**src/hw/rtl/rhw_pkg.sv**
```systemverilog
`timescale 1ns / 1ps
// Shared types, constants and the divider step function for the RGB to HSV
// white mask core. No dependencies.
package rhw_pkg;

  localparam int unsigned CHAN_W          = 8;
  localparam int unsigned DIV_STAGES      = 6;
  localparam int unsigned STEPS_PER_STAGE = 2;
  localparam int unsigned QUO_W           = DIV_STAGES * STEPS_PER_STAGE;
  localparam int unsigned NUM_W           = QUO_W + CHAN_W;
  localparam int unsigned HUE_W           = 15;
  localparam int unsigned SAT_W           = 9;
  localparam int unsigned CFG_IDX_W       = 2;
  localparam int unsigned CFG_DATA_W      = 9;

  localparam logic [HUE_W-1:0] HUE_FULL  = 15'd23040;
  localparam logic [HUE_W-1:0] HUE_GREEN = 15'd7680;
  localparam logic [HUE_W-1:0] HUE_BLUE  = 15'd15360;

  localparam logic [CHAN_W-1:0] VALUE_THR_RESET = 8'd153;
  localparam logic [SAT_W-1:0]  SAT_THR_RESET   = 9'd51;

  typedef enum logic [CFG_IDX_W-1:0] {
    REG_VALUE_THR = 2'd0,
    REG_SAT_THR   = 2'd1
  } cfg_reg_e;

  typedef enum logic [1:0] {
    SEC_RED   = 2'd0,
    SEC_GREEN = 2'd1,
    SEC_BLUE  = 2'd2
  } sector_e;

  typedef struct packed {
    logic [CHAN_W-1:0] red;
    logic [CHAN_W-1:0] green;
    logic [CHAN_W-1:0] blue;
  } pixel_t;

  typedef struct packed {
    logic [HUE_W-1:0]  hue;
    logic [SAT_W-1:0]  saturation;
    logic [CHAN_W-1:0] brightness;
    logic              is_white;
  } result_t;

  typedef struct packed {
    logic [CHAN_W-1:0] rem;
    logic [QUO_W-1:0]  low;
    logic [QUO_W-1:0]  quo;
  } div_lane_t;

  typedef struct packed {
    sector_e           sector;
    logic              neg;
    logic              zero;
    logic [CHAN_W-1:0] bright;
    logic              white;
  } side_t;

  // Two restoring division steps on one lane.
  function automatic div_lane_t div_pair(div_lane_t lane, logic [CHAN_W-1:0] den);
    div_lane_t     res;
    logic [CHAN_W:0] t;
    res = lane;
    for (int k = 0; k < STEPS_PER_STAGE; k++) begin
      t = {res.rem, res.low[QUO_W-1]};
      res.low = {res.low[QUO_W-2:0], 1'b0};
      if (t >= {1'b0, den}) begin
        res.rem = CHAN_W'(t - {1'b0, den});
        res.quo = {res.quo[QUO_W-2:0], 1'b1};
      end else begin
        res.rem = t[CHAN_W-1:0];
        res.quo = {res.quo[QUO_W-2:0], 1'b0};
      end
    end
    return res;
  endfunction

endpackage

```
**src/hw/rtl/rhw_div_pipe.sv**
```systemverilog
`timescale 1ns / 1ps
// Pipelined restoring divider pair for hue and saturation, two quotient bits
// per stage, with sideband carried alongside. Depends on rhw_pkg.
module rhw_div_pipe import rhw_pkg::*; (
  input  logic              clk_i,
  input  logic              rst_ni,
  input  logic              valid_i,
  input  div_lane_t         hue_i,
  input  logic [CHAN_W-1:0] hue_den_i,
  input  div_lane_t         sat_i,
  input  logic [CHAN_W-1:0] sat_den_i,
  input  side_t             side_i,
  output logic              valid_o,
  output div_lane_t         hue_o,
  output div_lane_t         sat_o,
  output side_t             side_o
);

  logic              valid_q   [DIV_STAGES];
  div_lane_t         hue_q     [DIV_STAGES];
  div_lane_t         sat_q     [DIV_STAGES];
  logic [CHAN_W-1:0] hue_den_q [DIV_STAGES];
  logic [CHAN_W-1:0] sat_den_q [DIV_STAGES];
  side_t             side_q    [DIV_STAGES];

  logic              valid_in  [DIV_STAGES];
  div_lane_t         hue_in    [DIV_STAGES];
  div_lane_t         sat_in    [DIV_STAGES];
  logic [CHAN_W-1:0] hue_den_in[DIV_STAGES];
  logic [CHAN_W-1:0] sat_den_in[DIV_STAGES];
  side_t             side_in   [DIV_STAGES];

  for (genvar s = 0; s < DIV_STAGES; s++) begin : g_stage
    if (s == 0) begin : g_first
      assign valid_in[s]   = valid_i;
      assign hue_in[s]     = hue_i;
      assign sat_in[s]     = sat_i;
      assign hue_den_in[s] = hue_den_i;
      assign sat_den_in[s] = sat_den_i;
      assign side_in[s]    = side_i;
    end else begin : g_rest
      assign valid_in[s]   = valid_q[s-1];
      assign hue_in[s]     = hue_q[s-1];
      assign sat_in[s]     = sat_q[s-1];
      assign hue_den_in[s] = hue_den_q[s-1];
      assign sat_den_in[s] = sat_den_q[s-1];
      assign side_in[s]    = side_q[s-1];
    end

    always_ff @(posedge clk_i or negedge rst_ni) begin
      if (!rst_ni) begin
        valid_q[s] <= 1'b0;
      end else begin
        valid_q[s] <= valid_in[s];
      end
    end

    always_ff @(posedge clk_i) begin
      hue_q[s]     <= div_pair(hue_in[s], hue_den_in[s]);
      sat_q[s]     <= div_pair(sat_in[s], sat_den_in[s]);
      hue_den_q[s] <= hue_den_in[s];
      sat_den_q[s] <= sat_den_in[s];
      side_q[s]    <= side_in[s];
    end
  end

  assign valid_o = valid_q[DIV_STAGES-1];
  assign hue_o   = hue_q[DIV_STAGES-1];
  assign sat_o   = sat_q[DIV_STAGES-1];
  assign side_o  = side_q[DIV_STAGES-1];

endmodule

```
**src/hw/rtl/rgb_to_hsv_white_mask_core.sv**
```systemverilog
`timescale 1ns / 1ps
// Top level of the RGB to HSV converter with white pixel flag.
// Depends on rhw_pkg and rhw_div_pipe.
//
// A pixel beat is taken at a rising edge where start is high and busy is low.
// Busy is always low, so one pixel can enter on every clock.
// Each result beat is shown on res_o for exactly one cycle with done_o high.
// Results leave in the order pixels entered, one per cycle at most.
// The path is three front stages (input, max and sector, dividend and white
// test), six divider stages of two quotient bits each, and an output register.
// The receiver cannot stall, so nothing upstream ever waits on it.
// The configuration channel takes a register index and data whenever
// cfg_valid_i is high; cfg_ready_o is always high. Index 0 is the value
// threshold and index 1 the saturation threshold; other indexes are ignored.
// Write it only while no pixel is in flight.
// Reset clears all stage valid bits, so no result appears until a pixel enters,
// and loads the thresholds with 153 and 51.
module rgb_to_hsv_white_mask_core import rhw_pkg::*; (
  input  logic                  clk_i,
  input  logic                  rst_ni,
  input  logic                  start,
  output logic                  busy,
  input  pixel_t                pix_i,
  input  logic                  cfg_valid_i,
  output logic                  cfg_ready_o,
  input  logic [CFG_IDX_W-1:0]  cfg_index_i,
  input  logic [CFG_DATA_W-1:0] cfg_data_i,
  output logic                  done_o,
  output result_t               res_o
);

  localparam int unsigned LATENCY = DIV_STAGES + 4;

  logic              accept;
  logic [CHAN_W-1:0] value_thr_q;
  logic [SAT_W-1:0]  sat_thr_q;

  assign busy        = 1'b0;
  assign cfg_ready_o = 1'b1;
  assign accept      = start && !busy;

  always_ff @(posedge clk_i or negedge rst_ni) begin
    if (!rst_ni) begin
      value_thr_q <= VALUE_THR_RESET;
      sat_thr_q   <= SAT_THR_RESET;
    end else if (cfg_valid_i && cfg_ready_o) begin
      case (cfg_index_i)
        REG_VALUE_THR: value_thr_q <= cfg_data_i[CHAN_W-1:0];
        REG_SAT_THR:   sat_thr_q   <= cfg_data_i[SAT_W-1:0];
        default: ;
      endcase
    end
  end

  // Stage 1: input register.
  logic   s1_valid_q;
  pixel_t s1_pix_q;

  always_ff @(posedge clk_i or negedge rst_ni) begin
    if (!rst_ni) begin
      s1_valid_q <= 1'b0;
    end else begin
      s1_valid_q <= accept;
    end
  end

  always_ff @(posedge clk_i) begin
    if (accept) begin
      s1_pix_q <= pix_i;
    end
  end

  // Stage 2: max, min, sector and hue numerator magnitude.
  logic [CHAN_W-1:0] s2_max_d, s2_min_d, s2_abs_d;
  logic signed [CHAN_W:0] s2_num_d;
  sector_e           s2_sector_d;

  logic              s2_valid_q;
  logic [CHAN_W-1:0] s2_max_q, s2_spread_q, s2_abs_q;
  logic              s2_neg_q;
  sector_e           s2_sector_q;

  always_comb begin
    s2_max_d = (s1_pix_q.red > s1_pix_q.green) ? s1_pix_q.red : s1_pix_q.green;
    s2_max_d = (s2_max_d > s1_pix_q.blue) ? s2_max_d : s1_pix_q.blue;
    s2_min_d = (s1_pix_q.red < s1_pix_q.green) ? s1_pix_q.red : s1_pix_q.green;
    s2_min_d = (s2_min_d < s1_pix_q.blue) ? s2_min_d : s1_pix_q.blue;
    if (s2_max_d == s1_pix_q.red) begin
      s2_sector_d = SEC_RED;
      s2_num_d    = $signed({1'b0, s1_pix_q.green}) - $signed({1'b0, s1_pix_q.blue});
    end else if (s2_max_d == s1_pix_q.green) begin
      s2_sector_d = SEC_GREEN;
      s2_num_d    = $signed({1'b0, s1_pix_q.blue}) - $signed({1'b0, s1_pix_q.red});
    end else begin
      s2_sector_d = SEC_BLUE;
      s2_num_d    = $signed({1'b0, s1_pix_q.red}) - $signed({1'b0, s1_pix_q.green});
    end
    s2_abs_d = s2_num_d[CHAN_W] ? CHAN_W'(-s2_num_d) : s2_num_d[CHAN_W-1:0];
  end

  always_ff @(posedge clk_i or negedge rst_ni) begin
    if (!rst_ni) begin
      s2_valid_q <= 1'b0;
    end else begin
      s2_valid_q <= s1_valid_q;
    end
  end

  always_ff @(posedge clk_i) begin
    s2_max_q    <= s2_max_d;
    s2_spread_q <= s2_max_d - s2_min_d;
    s2_abs_q    <= s2_abs_d;
    s2_neg_q    <= s2_num_d[CHAN_W];
    s2_sector_q <= s2_sector_d;
  end

  // Stage 3: dividends and the white test.
  logic [NUM_W-1:0]    s3_hue_num_d, s3_sat_num_d;
  logic [CHAN_W+SAT_W-1:0] s3_sat_prod_d;
  logic                s3_white_d;

  logic              s3_valid_q;
  div_lane_t         s3_hue_q, s3_sat_q;
  logic [CHAN_W-1:0] s3_hue_den_q, s3_sat_den_q;
  side_t             s3_side_q;

  always_comb begin
    s3_hue_num_d  = ({{QUO_W{1'b0}}, s2_abs_q} << 12) - ({{QUO_W{1'b0}}, s2_abs_q} << 8);
    s3_sat_num_d  = NUM_W'({s2_spread_q, 8'h00});
    s3_sat_prod_d = sat_thr_q * s2_max_q;
    s3_white_d    = (s2_max_q > value_thr_q) &&
                    ((CHAN_W+SAT_W)'({s2_spread_q, 8'h00}) < s3_sat_prod_d);
  end

  always_ff @(posedge clk_i or negedge rst_ni) begin
    if (!rst_ni) begin
      s3_valid_q <= 1'b0;
    end else begin
      s3_valid_q <= s2_valid_q;
    end
  end

  always_ff @(posedge clk_i) begin
    s3_hue_q.rem     <= s3_hue_num_d[NUM_W-1:QUO_W];
    s3_hue_q.low     <= s3_hue_num_d[QUO_W-1:0];
    s3_hue_q.quo     <= '0;
    s3_sat_q.rem     <= s3_sat_num_d[NUM_W-1:QUO_W];
    s3_sat_q.low     <= s3_sat_num_d[QUO_W-1:0];
    s3_sat_q.quo     <= '0;
    s3_hue_den_q     <= s2_spread_q;
    s3_sat_den_q     <= s2_max_q;
    s3_side_q.sector <= s2_sector_q;
    s3_side_q.neg    <= s2_neg_q;
    s3_side_q.zero   <= (s2_spread_q == '0);
    s3_side_q.bright <= s2_max_q;
    s3_side_q.white  <= s3_white_d;
  end

  // Divider stages.
  logic      dv_valid;
  div_lane_t dv_hue, dv_sat;
  side_t     dv_side;

  rhw_div_pipe u_div (
    .clk_i     (clk_i),
    .rst_ni    (rst_ni),
    .valid_i   (s3_valid_q),
    .hue_i     (s3_hue_q),
    .hue_den_i (s3_hue_den_q),
    .sat_i     (s3_sat_q),
    .sat_den_i (s3_sat_den_q),
    .side_i    (s3_side_q),
    .valid_o   (dv_valid),
    .hue_o     (dv_hue),
    .sat_o     (dv_sat),
    .side_o    (dv_side)
  );

  // Output stage: floor correction, sector offset and zero spread.
  logic [QUO_W:0]   qv_d;
  logic [HUE_W-1:0] off_d, hue_d;
  logic             done_q;
  result_t          res_q;

  always_comb begin
    qv_d = {1'b0, dv_hue.quo} + {{QUO_W{1'b0}}, (dv_hue.rem != '0)};
    case (dv_side.sector)
      SEC_RED:   off_d = dv_side.neg ? HUE_FULL : '0;
      SEC_GREEN: off_d = HUE_GREEN;
      SEC_BLUE:  off_d = HUE_BLUE;
      default:   off_d = '0;
    endcase
    if (dv_side.neg) begin
      hue_d = off_d - HUE_W'(qv_d);
    end else begin
      hue_d = off_d + HUE_W'(dv_hue.quo);
    end
  end

  always_ff @(posedge clk_i or negedge rst_ni) begin
    if (!rst_ni) begin
      done_q <= 1'b0;
    end else begin
      done_q <= dv_valid;
    end
  end

  always_ff @(posedge clk_i) begin
    res_q.hue        <= dv_side.zero ? '0 : hue_d;
    res_q.saturation <= dv_side.zero ? '0 : dv_sat.quo[SAT_W-1:0];
    res_q.brightness <= dv_side.bright;
    res_q.is_white   <= dv_side.white;
  end

  assign done_o = done_q;
  assign res_o  = res_q;

  a_done_follows_start: assert property (@(posedge clk_i) disable iff (!rst_ni)
    done_o |-> $past(start && !busy, LATENCY))
    else $error("result beat without a matching start beat");

  a_white_is_bright: assert property (@(posedge clk_i) disable iff (!rst_ni)
    (done_o && res_o.is_white) |-> (res_o.brightness > value_thr_q))
    else $error("white flag on a pixel not above the value threshold");

  a_hue_range: assert property (@(posedge clk_i) disable iff (!rst_ni)
    done_o |-> (res_o.hue < HUE_FULL && res_o.saturation <= 9'd256))
    else $error("hue or saturation out of range");

  a_black_pixel: assert property (@(posedge clk_i) disable iff (!rst_ni)
    (done_o && res_o.brightness == '0) |-> (res_o.saturation == '0 && !res_o.is_white))
    else $error("black pixel with saturation or white flag");

endmodule

```
**config.mk**
```make
export PLATFORM = sky130hd
export DESIGN_NAME = rgb_to_hsv_white_mask_core
export DESIGN_NICKNAME = d
export VERILOG_FILES = /design/src/hw/rtl/rhw_pkg.sv /design/src/hw/rtl/rhw_div_pipe.sv /design/src/hw/rtl/rgb_to_hsv_white_mask_core.sv
export SDC_FILE = /design/constraint.sdc
export NUM_CORES = 1
export LEC_CHECK = 0
export BUFFER_PORTS_ARGS = -buffer_cell sky130_fd_sc_hd__buf_2
export CAP_MARGIN = 5
export CORE_ASPECT_RATIO = 0.9
export CORE_UTILIZATION = 50
export CTS_CLUSTER_DIAMETER = 200
export DETAILED_ROUTE_END_ITERATION = 8
export HOLD_SLACK_MARGIN = 0.03
export PLACE_DENSITY_LB_ADDON = 0.12
export SETUP_SLACK_MARGIN = 0.02
export SYNTH_ARGS = -nofsm -noshare
export SYNTH_HDL_FRONTEND = slang
export SYNTH_SLANG_ARGS = --single-unit
```
**constraint.sdc**
```tcl
create_clock -name clk_i -period 5.1 [get_ports clk_i]
set_input_delay 0.255 -clock clk_i [delete_from_list [all_inputs] [get_ports clk_i]]
set_output_delay 0.255 -clock clk_i [all_outputs]
set_load 0.03 [all_outputs]
```
==> out/metrics.csv <==
metric;value;unit
yosysTopAreaCell;dfxtp_1;
avgSynthCellArea;9.721;um^2
layout_setup_ws;-88.98;ps
routed_via_density;5.189;
crit_required;5610;ps
path_class;reg2reg;
antenna_found_initial;0;
rsz0062_at_grt;yes;
timing.rr.end;s3_side_q[0];
status;finished with violations;
ys_top_cells_by_area;dfxtp_1, ha_1, mux2_2;
synth_nets;2956;
crit_start;sat_thr_q[0];
synth-edff-count;24;
drt_iter0_drc;829;
clock_latency;590;ps
cts_root_buf;clkbuf_16;
r2r_cells;25;
synth_top_family_by_area;adder cells;
hold-worst-slack;80.35;ps
ys_ff_latch;419;
drv_cap;0;
cts_tree;yes;
dieArea;50310;um^2
synth_top_area_share;29.81;%
path_buf_inv;5;
finalSetupViolCount;1;
yosysSeqAreaShare;35.51;%
cp-start-kind;register;
relSlewSlack;30.04;%
die_w;236.3;um
grt_usage;21.29;%
tightestPinTransition;1048;ps
crit_arrival;5700;ps
n_antenna_cell;0;
dr.pass1.iters;5;
synth-xor-area-share;5.565;%
yosysWarnings;0;
async_reset_ff_share;6.444;%
placedCellCount;3361;
slowest_delay;540;ps
wl;53.27;mm
clk_pin_slew;60;ps
crit_fanout;5;
rows;76;
hp-class;in2reg;
final_nets;3257;
clockBufferDepth;3;
syn-instance-count;2542;
crit_family;compound AO/OA/AOI/OAI gates;
finalClockSkew;20.01;ps
end_kind;register;
grt_overflow_total;0;
hold_depth;1;
grt_pass1_vias;18261;
cts.sinks;419;
synthAdderAreaFrac;20.90;%
drv_slew;0;
cp_num_cells;25;
dp_hpwl;41.59;mm
synth.cell_area;24710;um^2
coreArea;48310;um^2
critPathMostFrequentCell;a21o_1;
numCtsBuffers;44;
violations;setup timing;
io_buffers;72;
ant_nets;0;
vias;18161;
grt_max_degree;28;
syn2layout_area_growth;18.50;%
initial_utilization;51.15;%
route.detailed.drc;0;
holdCritStartpoint;start;
final-hold-violation-count;0;
timing.rr.start;sat_thr_q[0];
fin_crit;5189;ps
synth-simple-area-share;11.05;%
layout.cells.non_filler;3500;
cp_slowest_cell;dfstp_2;
max_freq;0.1927;GHz
period_share;101.7;%
ios;75;
r2r_slack;-90;ps
drive_gt1_share;19.99;%
die_h;212.9;um
synth_mux_area_share;8.249;%
synth-compound-area-share;12.96;%
htreeDepth;2;
synthFlopType;dfxtp_1;
gp_congestion;0.8924;
avgRoutedWirePerCell;15.22;um
hold_end;s1_valid_q;
synth_cell_types;73;
grt_first_pass_wirelength;87.68;mm
-- cells in the mapped netlist (8+ instances only) --
cell type  instances
inv_1            341
fa_1              63
xor2_1            67
mux2i_1           30
o21ai_1           11
o21ai_0          140
dfstp_2            8
xnor2_1           90
a221oi_1           9
a21o_1            58
nor2b_1           60
dfxtp_1          368
and3_1            18
nand2b_1          31
dfrtp_1           19
nand4_1           22
or4_1             12
o21a_1            22
edfxtp_1          24
mux2_2           152
ha_1             312
nor2_1           165
nand3_1           26
clkbuf_1          13
and2_1            60
a211oi_1          10
a21oi_1          115
nor3_1            18
buf_2              8
nand2_1          117
a41o_1             8
o21bai_1          21
a21boi_0          27
-- kinds of logic (layout without fill, tap and decap cells) --
logic type | Yosys count | after routing
buffers and inverters | 370 | 703
xor gates and xnor gates | 157 | 157
and+or+nand+nor | 552 | 552
muxes | 184 | 184
DFF | 419 | 419
AOI/OAI and AO/OA | 483 | 484
adders and majority gates | 375 | 375
other | 2 | 2
-- metrics by stage --
| stage | util [%] | instance area (um^2) | setup slack (ps) | setup TNS, ps |
|---|---|---|---|---|
| 6_report | 60.62 | 29280 | -88.98 | -88.98 |
| 3_3_place_gp | 55.70 | 26910 | -188.4 | -450.9 |
| 2_1_floorplan | - | 24710 | 2.358 | 0 |
| 4_1_cts | 59.77 | 28870 | -16.67 | -16.67 |
| 3_5_place_dp | 55.70 | 26910 | -241.1 | -608.8 |
| 5_1_grt | 60.62 | 29280 | -407.4 | -474.8 |
-- state kept, by name (all words and copies together), names as in the netlist, 5 cells and up --
register         count
res_o               33
s1_pix_q            24
s2_abs_q             8
s2_max_q             8
s2_spread_q          8
s3_hue_den_q         7
s3_hue_q            12
s3_side_q           13
sat_thr_q            9
u_div.hue_den_q     40
u_div.hue_q         92
u_div.sat_den_q     35
u_div.sat_q         65
u_div.side_q        43
u_div.valid_in       5
value_thr_q          8
-- final cells by class --
cell class              instances  area (um^2)
clock buffers                  59         1245
inverters                     342         1284
clock inverters                20        230.2
fillers                      4097        19020
well taps                     624        780.7
multi-input cells            1754        14880
flip-flops and latches        419         8780
repair buffers                282         2087
-- worst max-delay path by stage --
| stage | slack, ps | end |
|---|---|---|
| after detailed placement | -240 | s3_side_q[0] |
| after floorplan | 2 | s3_side_q[0] |
| after global routing | -410 | s3_side_q[0] |
| final | -90 | s3_side_q[0] |
| after CTS | -20 | s3_side_q[0] |
| after global placement | -190 | s3_side_q[0] |
-- cells in the final DEF, fill, tap and decap left out, types with 57 or more instances in the layout --
cell / n
buf_2: 72
o21ai_0: 96
inv_1: 336
a21o_1: 58
a21oi_1: 108
dfxtp_1: 364
and2_1: 57
ha_1: 299
xor2_1: 67
buf_4: 168
nor2_1: 160
mux2_2: 152
xnor2_1: 90
fa_1: 61
nand2_1: 115
-- metal layers --
layer / up-vias / track usage, % / share of wire [%]
met2: 323 / 37.09 / 47
met1: 8485 / 27.14 / 46
li1: 9259 / - / -
met5: - / 0 / 0
met4: 0 / 7.098 / 2.6
met3: 94 / 2.935 / 3.7
-- timing repair --
action	4_1_cts	5_1_grt
gates cloned	0	1
resized for setup	20	121
pin swaps	14	47
hold buffers	34	0
setup endpoints to repair	36	106
buffers inserted	10	15
endpoints found under the hold margin	68	0
Power is left out: the tool's default activity adds up to more than one toggle a clock period on the data nets, which glitch-free logic cannot reach.
